### config.mk
export PLATFORM = sky130hd
export DESIGN_NAME = periodic_task_timer_table
export DESIGN_NICKNAME = d
export VERILOG_FILES = /design/src/ptt_pkg.sv /design/src/ptt_alu.sv /design/src/ptt_norm.sv /design/src/ptt_mem.sv /design/src/periodic_task_timer_table.sv
export SDC_FILE = /design/constraint.sdc
export NUM_CORES = 2
export LEC_CHECK = 0
export BUFFER_PORTS_ARGS = -buffer_cell sky130_fd_sc_hd__buf_2
export CAP_MARGIN = 20
export CELL_PAD_IN_SITES_DETAIL_PLACEMENT = 0
export CELL_PAD_IN_SITES_GLOBAL_PLACEMENT = 1
export CORE_ASPECT_RATIO = 0.5
export CORE_MARGIN = 2
export CORE_UTILIZATION = 45
export DETAILED_ROUTE_END_ITERATION = 10
export PLACE_DENSITY = 0.76
export SLEW_MARGIN = 15
export SYNTH_ARGS = -nofsm -noshare
export SYNTH_HDL_FRONTEND = slang
export SYNTH_SLANG_ARGS = --single-unit
### constraint.sdc
create_clock -name clk -period 21.3 [get_ports clk]
set_clock_uncertainty 0.05 [all_clocks]
set_input_delay 5.325 -clock clk [delete_from_list [all_inputs] [get_ports clk]]
set_output_delay 5.325 -clock clk [all_outputs]
set_load 0.02 [all_outputs]
### src/ptt_pkg.sv
// Shared types and constants of the periodic task timer table.
`timescale 1ns / 1ps

package ptt_pkg;

    localparam int TIME_W = 48;
    localparam int PER_W  = 32;

    typedef logic [TIME_W-1:0] time_t;
    typedef logic [PER_W-1:0]  period_t;

    // Action codes of an input transaction.
    localparam logic [1:0] ACT_TICK    = 2'd0;
    localparam logic [1:0] ACT_SCHED   = 2'd1;
    localparam logic [1:0] ACT_UNSCHED = 2'd2;

    // Kind codes of a result transaction.
    localparam logic [1:0] KIND_SCHED   = 2'd0;
    localparam logic [1:0] KIND_UNSCHED = 2'd1;
    localparam logic [1:0] KIND_FIRED   = 2'd2;

    // Shortest repeat interval and the granularity of all intervals.
    localparam period_t MIN_PERIOD = 32'd10;

    // Reciprocal of ten for a 32-bit dividend: q = (x * RECIP_TEN) >> RECIP_SHIFT.
    localparam logic [31:0] RECIP_TEN   = 32'hCCCC_CCCD;
    localparam int          RECIP_SHIFT = 35;
    localparam int          QUOT_W      = 29;

    // Operations of the shared time adder.
    typedef logic alu_op_t;
    localparam alu_op_t ALU_ADD = 1'b0;
    localparam alu_op_t ALU_SUB = 1'b1;

    // Write enables of the slot memory.
    typedef struct packed {
        logic due_we;
        logic per_we;
    } mem_wr_t;

endpackage

### src/ptt_alu.sv
// Shared 48-bit time adder with an age comparator.
`timescale 1ns / 1ps

module ptt_alu (
    input  ptt_pkg::alu_op_t op,
    input  ptt_pkg::time_t   a,
    input  ptt_pkg::time_t   b,
    input  ptt_pkg::time_t   best_age,
    output ptt_pkg::time_t   res,
    output logic             older
);
    import ptt_pkg::*;

    // Times wrap modulo 2^48, so the carry out is simply dropped.
    assign res   = (op == ALU_SUB) ? (a - b) : (a + b);
    assign older = (res > best_age);

endmodule

### src/ptt_norm.sv
// Repeat interval normalisation: zero stays zero, short values become ten,
// anything else is rounded down to a multiple of ten.
`timescale 1ns / 1ps

module ptt_norm (
    input  logic             clk,
    input  logic             load,
    input  ptt_pkg::period_t req,
    output ptt_pkg::period_t period
);
    import ptt_pkg::*;

    logic [63:0]       prod;
    logic [QUOT_W-1:0] quot_reg;
    period_t           times_ten;

    // Division by ten through the reciprocal; the quotient is registered
    // before it is scaled back up.
    assign prod = {32'd0, req} * {32'd0, RECIP_TEN};

    always_ff @(posedge clk)
    begin
        if (load)
        begin
            quot_reg <= prod[RECIP_SHIFT +: QUOT_W];
        end
    end

    assign times_ten = {quot_reg, 3'b000} + {2'b00, quot_reg, 1'b0};

    always_comb
    begin
        if (req == '0)
        begin
            period = '0;
        end
        else if (req < MIN_PERIOD)
        begin
            period = MIN_PERIOD;
        end
        else
        begin
            period = times_ten;
        end
    end

endmodule

### src/ptt_mem.sv
// Slot memory holding the due time and the repeat interval of every slot.
`timescale 1ns / 1ps

module ptt_mem #(
    parameter int DEPTH = 16,
    parameter int AW    = 4
) (
    input  logic              clk,
    input  ptt_pkg::mem_wr_t  wr,
    input  logic [AW-1:0]     waddr,
    input  ptt_pkg::time_t    due_d,
    input  ptt_pkg::period_t  per_d,
    input  logic [AW-1:0]     raddr,
    output ptt_pkg::time_t    due_q,
    output ptt_pkg::period_t  per_q
);
    import ptt_pkg::*;

    time_t   due_mem [DEPTH];
    period_t per_mem [DEPTH];

    always_ff @(posedge clk)
    begin
        if (wr.due_we)
        begin
            due_mem[waddr] <= due_d;
        end
        if (wr.per_we)
        begin
            per_mem[waddr] <= per_d;
        end
        due_q <= due_mem[raddr];
        per_q <= per_mem[raddr];
    end

endmodule

### src/periodic_task_timer_table.sv
// Top level of the periodic task timer table: sequencer, slot marks and clock.
`timescale 1ns / 1ps

// Usage
// A transaction is taken at a rising edge where start is high and busy is low;
// action selects a one-millisecond tick, a schedule or an unschedule of slot.
// Each result appears for exactly one cycle with result_strobe high, carrying
// kind, ok, slot_out and last; the receiver cannot stall, so results are never
// held back. last marks the final result caused by one input transaction.
// An unschedule or a refused schedule answers in the cycle after acceptance
// and busy never rises; an unused action code is dropped with no result and
// busy never rises either. An accepted schedule passes through S_NORM
// (normalise the interval) and S_SCHED (write the slot) before the reply, with
// busy high in both. A tick runs S_INC and then one pass over the table, or
// one pass for each slot that falls due: every pass reads the slot memory once
// per slot through its single read port, evaluates each age on the one shared
// 48-bit adder, and ends in the firing state S_FIRE. A tick with nothing due
// gives no result.
// Reset clears the millisecond clock, all active marks and the sequencer; the
// slot memory itself is not cleared, as a slot's contents are only used while active.

module periodic_task_timer_table #(
    parameter int NUM_SLOTS = 16
) (
    input  logic                  clk,
    input  logic                  rst_n,
    input  logic                  start,
    output logic                  busy,
    input  logic [1:0]            action,
    input  logic [3:0]            slot,
    input  logic [31:0]           repeat_interval,
    input  logic [31:0]           initial_delay,
    output logic                  result_strobe,
    output logic [1:0]            kind,
    output logic                  ok,
    output logic [3:0]            slot_out,
    output logic                  last
);
    import ptt_pkg::*;

    localparam int SW = (NUM_SLOTS > 1) ? $clog2(NUM_SLOTS) : 1;
    localparam int IW = (SW > 4) ? SW : 4;
    localparam int CW = $clog2(NUM_SLOTS + 1);

    localparam logic [2:0] S_IDLE  = 3'd0;
    localparam logic [2:0] S_NORM  = 3'd1;
    localparam logic [2:0] S_SCHED = 3'd2;
    localparam logic [2:0] S_INC   = 3'd3;
    localparam logic [2:0] S_SCAN  = 3'd4;
    localparam logic [2:0] S_FIRE  = 3'd5;

    logic [2:0]           state_reg;
    logic [NUM_SLOTS-1:0] active_reg;
    logic [NUM_SLOTS-1:0] pending_reg;
    logic [NUM_SLOTS-1:0] pending_next;
    time_t                now_reg;

    // Latched request.
    logic [SW-1:0]        slot_ix_reg;
    period_t              interval_reg;
    period_t              delay_reg;

    // Scan pipeline: read issue counter and evaluation stage.
    logic [CW-1:0]        rd_cnt_reg;
    logic                 ev_valid_reg;
    logic [SW-1:0]        ev_idx_reg;
    logic                 first_reg;

    // Best candidate of the current pass.
    logic                 found_reg;
    logic [SW-1:0]        best_idx_reg;
    time_t                best_age_reg;
    time_t                best_due_reg;
    period_t              best_per_reg;

    // Result registers.
    logic                 strobe_reg;
    logic [1:0]           kind_reg;
    logic                 ok_reg;
    logic [3:0]           slot_out_reg;
    logic                 last_reg;

    logic [IW-1:0]        slot_ext;
    logic [SW-1:0]        slot_ix;
    logic                 in_range;
    logic                 accept;
    logic [IW-1:0]        best_ext;

    alu_op_t              alu_op;
    time_t                alu_a;
    time_t                alu_b;
    time_t                alu_res;
    logic                 alu_older;

    mem_wr_t              mem_wr;
    logic [SW-1:0]        mem_waddr;
    time_t                due_q;
    period_t              per_q;
    period_t              norm_period;

    logic                 cand;
    logic                 is_due;
    logic                 take;
    logic                 pass_end;

    assign busy     = (state_reg != S_IDLE);
    assign accept   = start && !busy;
    assign slot_ext = IW'(slot);
    assign slot_ix  = slot_ext[SW-1:0];
    assign in_range = (32'(slot) < 32'(NUM_SLOTS));
    assign best_ext = IW'(best_idx_reg);

    // The one adder serves the clock increment, the due time of a new slot,
    // the age of every slot during a scan and the move of a repeating slot.
    always_comb
    begin
        alu_op = ALU_ADD;
        alu_a  = now_reg;
        alu_b  = time_t'(1);
        unique case (state_reg)
            S_SCHED:
            begin
                alu_b = time_t'(delay_reg);
            end
            S_SCAN:
            begin
                alu_op = ALU_SUB;
                alu_b  = due_q;
            end
            S_FIRE:
            begin
                alu_a = best_due_reg;
                alu_b = time_t'(best_per_reg);
            end
            default:
            begin
                alu_b = time_t'(1);
            end
        endcase
    end

    ptt_alu u_alu (
        .op       (alu_op),
        .a        (alu_a),
        .b        (alu_b),
        .best_age (best_age_reg),
        .res      (alu_res),
        .older    (alu_older)
    );

    ptt_norm u_norm (
        .clk    (clk),
        .load   (state_reg == S_NORM),
        .req    (interval_reg),
        .period (norm_period)
    );

    // A repeating slot is written at its new due time; a new slot gets both.
    always_comb
    begin
        mem_wr.due_we = (state_reg == S_SCHED) ||
                        ((state_reg == S_FIRE) && found_reg && (best_per_reg != '0));
        mem_wr.per_we = (state_reg == S_SCHED);
        mem_waddr     = (state_reg == S_SCHED) ? slot_ix_reg : best_idx_reg;
    end

    ptt_mem #(
        .DEPTH (NUM_SLOTS),
        .AW    (SW)
    ) u_mem (
        .clk   (clk),
        .wr    (mem_wr),
        .waddr (mem_waddr),
        .due_d (alu_res),
        .per_d (norm_period),
        .raddr (rd_cnt_reg[SW-1:0]),
        .due_q (due_q),
        .per_q (per_q)
    );

    // Evaluation of one slot: on the first pass the due set is built from the
    // active marks; later passes only look at slots still pending. The due set
    // is frozen by the first pass, so a moved slot never fires twice per tick.
    assign cand     = first_reg ? active_reg[ev_idx_reg] : pending_reg[ev_idx_reg];
    assign is_due   = ev_valid_reg && cand && !alu_res[TIME_W-1];
    assign take     = is_due && (!found_reg || alu_older);
    assign pass_end = ev_valid_reg && (ev_idx_reg == SW'(NUM_SLOTS - 1));

    always_comb
    begin
        pending_next = pending_reg;
        pending_next[best_idx_reg] = 1'b0;
    end

    always_ff @(posedge clk or negedge rst_n)
    begin
        if (!rst_n)
        begin
            state_reg    <= S_IDLE;
            active_reg   <= '0;
            pending_reg  <= '0;
            now_reg      <= '0;
            rd_cnt_reg   <= '0;
            ev_valid_reg <= 1'b0;
            first_reg    <= 1'b0;
            found_reg    <= 1'b0;
            strobe_reg   <= 1'b0;
        end
        else
        begin
            strobe_reg <= 1'b0;
            unique case (state_reg)
                S_IDLE:
                begin
                    if (accept)
                    begin
                        slot_ix_reg  <= slot_ix;
                        interval_reg <= repeat_interval;
                        delay_reg    <= initial_delay;
                        slot_out_reg <= slot;
                        last_reg     <= 1'b1;
                        unique case (action)
                            ACT_TICK:
                            begin
                                state_reg <= S_INC;
                            end
                            ACT_SCHED:
                            begin
                                kind_reg <= KIND_SCHED;
                                if (in_range && !active_reg[slot_ix])
                                begin
                                    state_reg <= S_NORM;
                                end
                                else
                                begin
                                    ok_reg     <= 1'b0;
                                    strobe_reg <= 1'b1;
                                end
                            end
                            ACT_UNSCHED:
                            begin
                                kind_reg   <= KIND_UNSCHED;
                                strobe_reg <= 1'b1;
                                if (in_range && active_reg[slot_ix])
                                begin
                                    ok_reg              <= 1'b1;
                                    active_reg[slot_ix] <= 1'b0;
                                end
                                else
                                begin
                                    ok_reg <= 1'b0;
                                end
                            end
                            default:
                            begin
                                state_reg <= S_IDLE;
                            end
                        endcase
                    end
                end
                S_NORM:
                begin
                    state_reg <= S_SCHED;
                end
                S_SCHED:
                begin
                    active_reg[slot_ix_reg] <= 1'b1;
                    ok_reg                  <= 1'b1;
                    strobe_reg              <= 1'b1;
                    state_reg               <= S_IDLE;
                end
                S_INC:
                begin
                    now_reg      <= alu_res;
                    rd_cnt_reg   <= '0;
                    ev_valid_reg <= 1'b0;
                    first_reg    <= 1'b1;
                    found_reg    <= 1'b0;
                    state_reg    <= S_SCAN;
                end
                S_SCAN:
                begin
                    if (rd_cnt_reg < CW'(NUM_SLOTS))
                    begin
                        rd_cnt_reg <= rd_cnt_reg + CW'(1);
                    end
                    ev_valid_reg <= (rd_cnt_reg < CW'(NUM_SLOTS));
                    ev_idx_reg   <= rd_cnt_reg[SW-1:0];
                    if (ev_valid_reg && first_reg)
                    begin
                        pending_reg[ev_idx_reg] <= is_due;
                    end
                    if (take)
                    begin
                        found_reg    <= 1'b1;
                        best_idx_reg <= ev_idx_reg;
                        best_age_reg <= alu_res;
                        best_due_reg <= due_q;
                        best_per_reg <= per_q;
                    end
                    if (pass_end)
                    begin
                        state_reg <= S_FIRE;
                    end
                end
                S_FIRE:
                begin
                    if (!found_reg)
                    begin
                        state_reg <= S_IDLE;
                    end
                    else
                    begin
                        if (best_per_reg == '0)
                        begin
                            active_reg[best_idx_reg] <= 1'b0;
                        end
                        pending_reg  <= pending_next;
                        strobe_reg   <= 1'b1;
                        kind_reg     <= KIND_FIRED;
                        ok_reg       <= 1'b1;
                        slot_out_reg <= best_ext[3:0];
                        last_reg     <= (pending_next == '0);
                        rd_cnt_reg   <= '0;
                        ev_valid_reg <= 1'b0;
                        first_reg    <= 1'b0;
                        found_reg    <= 1'b0;
                        state_reg    <= (pending_next == '0) ? S_IDLE : S_SCAN;
                    end
                end
                default:
                begin
                    state_reg <= S_IDLE;
                end
            endcase
        end
    end

    assign result_strobe = strobe_reg;
    assign kind          = kind_reg;
    assign ok            = ok_reg;
    assign slot_out      = slot_out_reg;
    assign last          = last_reg;

`ifndef SYNTH
    // Only active slots can be waiting to fire.
    a_pending_active: assert property (@(posedge clk) disable iff (!rst_n)
        (pending_reg & ~active_reg) == '0)
        else $error("pending slot is not active");

    // Nothing is left waiting once the block is ready again.
    a_idle_clear: assert property (@(posedge clk) disable iff (!rst_n)
        !busy |-> (pending_reg == '0))
        else $error("pending slots left while idle");

    // A reply to a schedule or unschedule is always the only result.
    a_reply_last: assert property (@(posedge clk) disable iff (!rst_n)
        (result_strobe && (kind != KIND_FIRED)) |-> last)
        else $error("reply not marked last");

    // A fired task is always reported as accepted.
    a_fired_ok: assert property (@(posedge clk) disable iff (!rst_n)
        (result_strobe && (kind == KIND_FIRED)) |-> ok)
        else $error("fired result without ok");

    // A result marked last is not followed at once by a firing.
    a_last_gap: assert property (@(posedge clk) disable iff (!rst_n)
        (result_strobe && last) |=> !(result_strobe && (kind == KIND_FIRED)))
        else $error("firing directly after last result");
`endif

endmodule
Word level (Yosys, flattened, before mapping)
Memories as Yosys holds them, arrays and structs flattened. A register that Yosys moved wholly into a read port is not among the register bits.
Cells that the tools add are included.
{"block": "op_classes", "n_reduce_logical": 44, "n_eq_ne": 21, "add_sub_neg": 4, "mul": 1, "bitwise": 6, "n_mux": 71, "magnitude_cmp": 11}
{"cell": "48-bit case mux with 3 select lines", "count": 1}
{"cell": "16-bit 2-to-1 mux", "count": 7}
{"cell": "48-bit 2-to-1 mux", "count": 2}
{"cell": "32-bit zero test", "count": 2}
{"cell": "32-bit by 32-bit multiplier with 64-bit output (second input constant)", "count": 1}
{"cell": "32-bit 2-to-1 mux", "count": 2}
{"cell": "48-bit adder", "count": 1}
{"cell": "16-bit AND", "count": 3}
{"cell": "48-bit greater-than comparator", "count": 1}
{"cell": "16-bit case mux with 3 select lines", "count": 1}
{"cell": "48-bit subtractor", "count": 1}
{"cell": "32-bit by 30-bit adder with 32-bit output", "count": 1}
{"cell": "32-bit by 4-bit < comparator with 1-bit output (second input constant)", "count": 1}
{"cell": "16-bit inverter", "count": 2}
{"cell": "16-bit case mux with 2 select lines", "count": 1}
{"cell": "32-bit nonzero test", "count": 1}
{"cell": "1-bit 2-to-1 mux", "count": 23}
{"cell": "4-bit by 5-bit < comparator with 1-bit output (second input constant)", "count": 4}
{"cell": "16-bit bitwise mux", "count": 1}
{"cell": "1-bit demux with 4-bit select", "count": 4}
{"cell": "4-bit by 1-bit >= comparator with 1-bit output (second input constant)", "count": 4}
{"cell": "16-bit zero test", "count": 1}
{"cell": "2-bit inequality test (second input constant)", "count": 8}
{"cell": "16-bit bitwise OR", "count": 1}
{"cell": "other kinds (36)", "count": 84}
{"block": "totals", "inputBits": 73, "ramBits": 1280, "wordCells": 182, "output_inout_bits": 10, "regBits": 333, "n_memories": 2}
{"memory": "u_mem.due_mem", "words": 16, "word_bits": 48, "read_ports": 1, "rd_ports_with_merged_regs": 1, "write_ports": 1, "line_no": "ptt_mem.sv:19", "rtl": "time_t due_mem [DEPTH];"}
{"memory": "u_mem.per_mem", "words": 16, "word_bits": 32, "read_ports": 1, "rd_ports_with_merged_regs": 1, "write_ports": 1, "line_no": "ptt_mem.sv:20", "rtl": "period_t per_mem [DEPTH];"}

Longest topological paths before layout
{"block": "logic_depth", "ltp_word": 10, "ltp_mapped": 38, "ltp_nobuf": 32}

By module
Synthesis repeated with hierarchy kept, for this count alone.
{"block": "hier_totals", "cells_unflattened": 5758, "area_unflattened_um2": 86650.6}
{"module": "ptt_mem", "seq_area_each_um2": 40038.4, "cells_per_inst": 2078, "area_each_um2": 49523.7, "instances": 1}
{"module": "ptt_norm", "seq_area_each_um2": 870.8, "cells_per_inst": 1978, "area_each_um2": 19369.8, "instances": 1}
{"module": "periodic_task_timer_table", "seq_area_each_um2": 8668.3, "cells_per_inst": 1021, "area_each_um2": 13013.7, "instances": 1}
{"module": "ptt_alu", "seq_area_each_um2": 0.0, "cells_per_inst": 681, "area_each_um2": 4743.3, "instances": 1}

Worst setup path after synthesis
OpenSTA, ideal clock, no wires.
{"block": "synth_path", "path_kind": "reg2reg", "start": "register state_reg[1]", "end": "register best_age_reg[0], enable pin", "period_less_slack_ps": 20495, "t_arrival_ps": 19503, "t_required_ps": 20308, "setup_time_ps": 942, "path_buffers": 7, "setup_slack_ps": 805, "path_stages_with_launch": 38, "path_cell_list": "dfrtp_1 > buf_6 > nor3b_4 > buf_6 > buf_4 > clkbuf_1 > buf_1 > buf_1 > a21oi_1 > ha_1 > inv_1 > or2_2 > nor2b_1 > nand2_1 > or3_1 > xor2_1 > nand2_1 > o21ai_0 > [... 2 more ...] > nand4_1 > a2111oi_0 > o21ai_0 > a31oi_1 > a31oi_1 > o31ai_1 > a221o_1 > a311o_1 > a31oi_1 > xnor2_1 > ha_1 > nand4_1 > nor2_1 > nand2_1 > nor3_1 > nand2_1 > o211a_1 > nor4_1"}
{"block": "synth_via", "elab_chain_cells": 8, "word_cells_on_any_way": 15, "cone_classes": "2 x add/sub; 1 x order compare; 3 x eq/ne; 4 x mux; 5 x reduce/logical"}
{"element": "start, declared", "line_no": "periodic_task_timer_table.sv:52", "rtl": "logic [2:0] state_reg;"}
{"element": "start signal, assigned", "line_no": "periodic_task_timer_table.sv:328", "rtl": "state_reg <= (pending_next == '0) ? S_IDLE : S_SCAN;"}
{"element": "3-bit equality test or 3-bit by 2-bit equality test with 1-bit output (tied branches)", "line_no": "periodic_task_timer_table.sv:120", "rtl": "unique case (state_reg)"}
{"element": "48-bit case mux with 3 select lines or 48-bit 2-to-1 mux (tied branches)", "line_no": "periodic_task_timer_table.sv:120"}
{"element": "48-bit adder or 48-bit subtractor (tied branches)", "line_no": "ptt_alu.sv:15", "rtl": "assign res = (op == ALU_SUB) ? (a - b) : (a + b);"}
{"element": "48-bit 2-to-1 mux (*)", "line_no": "ptt_alu.sv:15"}
{"element": "net alu_res[44]", "line_no": "periodic_task_timer_table.sv:92", "rtl": "time_t alu_res;"}
{"element": "48-bit greater-than comparator (*)", "line_no": "ptt_alu.sv:16", "rtl": "assign older = (res > best_age);"}
{"element": "1-bit logical OR (*)", "line_no": "periodic_task_timer_table.sv:186", "rtl": "assign take = is_due && (!found_reg || alu_older);"}
{"element": "1-bit logical AND (*)", "line_no": "periodic_task_timer_table.sv:186"}
{"element": "3-bit AND reduction (no line) (*)"}
{"element": "end signal, assigned", "line_no": "periodic_task_timer_table.sv:297", "rtl": "best_age_reg <= alu_res;"}
{"element": "end, declared", "line_no": "periodic_task_timer_table.sv:72", "rtl": "time_t best_age_reg;"}
Mark *: on every way through the listed nets, which the timed path passes. The rest lies on a longest branch.
A chain may end at the register's enable or synchronous reset.

Worst setup path in the final report
{"block": "layout_path", "start": "register state_reg[0]", "end": "register best_per_reg[8], enable pin"}
{"block": "layout_via", "elab_chain_cells": 8, "word_cells_on_any_way": 15, "cone_classes": "2 x add/sub; 1 x order compare; 3 x eq/ne; 4 x mux; 5 x reduce/logical"}
{"element": "3-bit equality test or 3-bit by 2-bit equality test with 1-bit output (tied branches)", "line_no": "periodic_task_timer_table.sv:120"}
{"element": "48-bit case mux with 3 select lines or 48-bit 2-to-1 mux (tied branches)", "line_no": "periodic_task_timer_table.sv:120"}
{"element": "48-bit adder or 48-bit subtractor (tied branches)", "line_no": "ptt_alu.sv:15"}
{"element": "48-bit 2-to-1 mux (*)", "line_no": "ptt_alu.sv:15"}
{"element": "net alu_res[44]", "line_no": "periodic_task_timer_table.sv:92"}
{"element": "48-bit greater-than comparator (*)", "line_no": "ptt_alu.sv:16"}
{"element": "1-bit logical OR (*)", "line_no": "periodic_task_timer_table.sv:186"}
{"element": "1-bit logical AND (*)", "line_no": "periodic_task_timer_table.sv:186"}
{"element": "3-bit AND reduction (no line) (*)"}
{"element": "end signal, assigned", "line_no": "periodic_task_timer_table.sv:299", "rtl": "best_per_reg <= per_q;"}
{"element": "end, declared", "line_no": "periodic_task_timer_table.sv:74", "rtl": "period_t best_per_reg;"}
Marked as above.

==> flow_summary.ini <==
[critical_path]
critPathKind = flop to flop
r2r-end = best_per_reg[8]
slowest_stage = buf_4
crit_path_start_kind = flop
worstPathArrival_ps = 11160
r2r-start = state_reg[0]
crit_family = compound AO/OA/AOI/OAI gates
worst-r2r-setup-slack_ps = 10480
worst-path-buf-inv = 4
cp.required_ps = 21640
worst-r2r-cell-count = 31
max_stage_delay_ps = 800
cp-end-kind = flop
cpMostUsedCell = buf_4
crit_fanout = 66

[hold_path]
min_path_type = flop to flop
hold_depth = 0
min_from = u_mem.per_q[14]
hold_end = best_per_reg[14]

[logic_synthesis]
yosysTopAreaCell = edfxtp_1
synth_ff_type = edfxtp_1
synth_cells = 5608
yosysMostFrequentCell = edfxtp_1
ys_ff_latch = 1675
synth-async-reset-ratio_pct = 5.49
synth_edf_count = 1504
ys.warnings.count = 0
avgSynthCellArea_um2 = 15.4
ys_types = 82
yosysSeqAreaShare_pct = 57.0
ys_top_cells_by_area = edfxtp_1 52%, mux4_2 11%, fa_1 9.7%, ha_1 7.0%, inv_1 3.4%
synth_nets = 6582
synth_top_cell_area_share_pct = 52.4
yosys-top-cells-count = 1,504 x edfxtp_1, 775 x inv_1, 484 x ha_1, 417 x fa_1, 410 x mux4_2
syn_area_mm2 = 0.0861

[clock_network]
clock_latency_ps = 840
ctsHoldBuffers = 0
cts.sinks = 1675
cts_tree = yes
postCtsSetupBuffers = 0
cts_buffers = 158
ctsResizeCount = 0
cts_root_buf = clkbuf_16
cts.htree.levels = 4
path_clk_slew_ps = 70
cts_buffer_depth = 4

[timing]
worst_slew_pin_slew_ps = 1170
rsz0062_at_grt = no
hold_slack_ps = 336
period_minus_slack_ps = 10820
fin_tns_setup_ps = 0
hold_viol = 0
fmax_mhz = 92.4
slew_violations = 0
slew_headroom_pct = 22.1
timing.final.crit_share_pct = 50.8
setup_violations = 0

[grt]
grt_start_max_net_pins = 137
grt_use_total_pct = 22.3
grt_overflow = 0
grt_pass1_vias = 49700
grt_antenna_before_repair = 7
grt_pass1_wl_mm = 324

[floorplanning]
row_count = 113
io_pins = 83
start_util_pct = 45.3
fp.dieW_um = 623
coreArea_mm2 = 0.190
dieArea_mm2 = 0.195
fp.dieH_um = 313

[flow_run]
max_cap_viol_count = 0

[routing]
final_antenna_net_count = 0
drt_iter0_markers = 4792
drc = 0
post_drt_wl_per_cell_um = 25.8
vias = 48000
vias_per_cell = 5.69
firstDrtPassIters = 7
wirelength_mm = 218

[placed_design]
place_area_mm2 = 0.0901
dpl.hpwl_mm = 144
place.gp.congestion = 0.928
dp.cells = 8150
io_buffer_count = 82

[layout]
diodes = 0
reg.largest.list = u_mem.due_mem: 768 flops, u_mem.per_mem: 496 flops
syn_to_final_growth_pct = 10.7
fin_cells = 8435
layout-drive-gt1-share_pct = 15.9
design_area_mm2 = 0.0953
fin_nets = 6759
largest_register_ffs = 768
largest_register = u_mem.due_mem

[status]
outcome = complete, no violations
-- routing by layer --
metal / share of wire [%] / track usage, %
met1: 42 / 30.8
met2: 49 / 37.5
met3: 6.4 / 3.12
met4: 2.9 / 6.23
met5: 0 / 0
-- logic make-up after synthesis --
group,count (synthesis),synth area share [%]
flops,1675,57.0
fa+ha+maj,901,16.7
mux,474,11.5
simple gates,824,4.38
buf+inv,960,4.25
xor+xnor,110,1.14
compound gates,664,5.04
-- area by class of cell --
type	count	area [µm²]
fillers	15800	94700
repair buffers	201	1350
flip-flops and latches	1675	49100
inverters	776	2910
clock buffers	208	4380
clock inverters	72	703
multi-input cells	2973	33700
well taps	2530	3170
-- stage by stage --
step | setup WS (ps) | util (%)
after floorplan | 805 | -
after global placement | 10750 | 47.4
after detailed placement | 10430 | 47.4
after CTS | 10340 | 50.1
after global routing | 9560 | 50.2
final | 10480 | 50.2
-- cells in the final DEF, fill, tap and decap left out, types with 20 or more instances in the layout --
master	count
nand3_1	43
fa_1	417
nor2b_1	27
nor2_4	25
o21ai_0	124
mux4_2	410
nor2_1	138
xor2_1	35
buf_2	83
nand2b_1	21
o21bai_1	20
clkbuf_1	30
a22oi_1	25
a21oi_1	193
dfrtp_1	87
a31oi_1	34
inv_1	775
mux2i_1	46
xnor2_1	70
nand4_1	37
nor3_1	42
clkinv_2	29
a21o_1	75
o31ai_1	20
ha_1	484
buf_4	113
edfxtp_1	1504
nand2_1	382
dfxtp_1	79
clkbuf_16	161
-- how the worst max path moves through the flow --
stage               depth (start not counted)          from  slack (ps)               to
floorplan                                  37  state_reg[1]         810  best_age_reg[0]
global placement                           31  state_reg[0]       10750      best_ext[0]
detailed placement                         31  state_reg[0]       10430      best_ext[0]
CTS                                        31  state_reg[0]       10340  best_per_reg[8]
global route                               31  state_reg[0]        9560  best_per_reg[8]
finish                                     31  state_reg[0]       10480  best_per_reg[8]
Power is left out: the tool's default activity adds up to more than one toggle a clock period on the data nets, which glitch-free logic cannot reach.
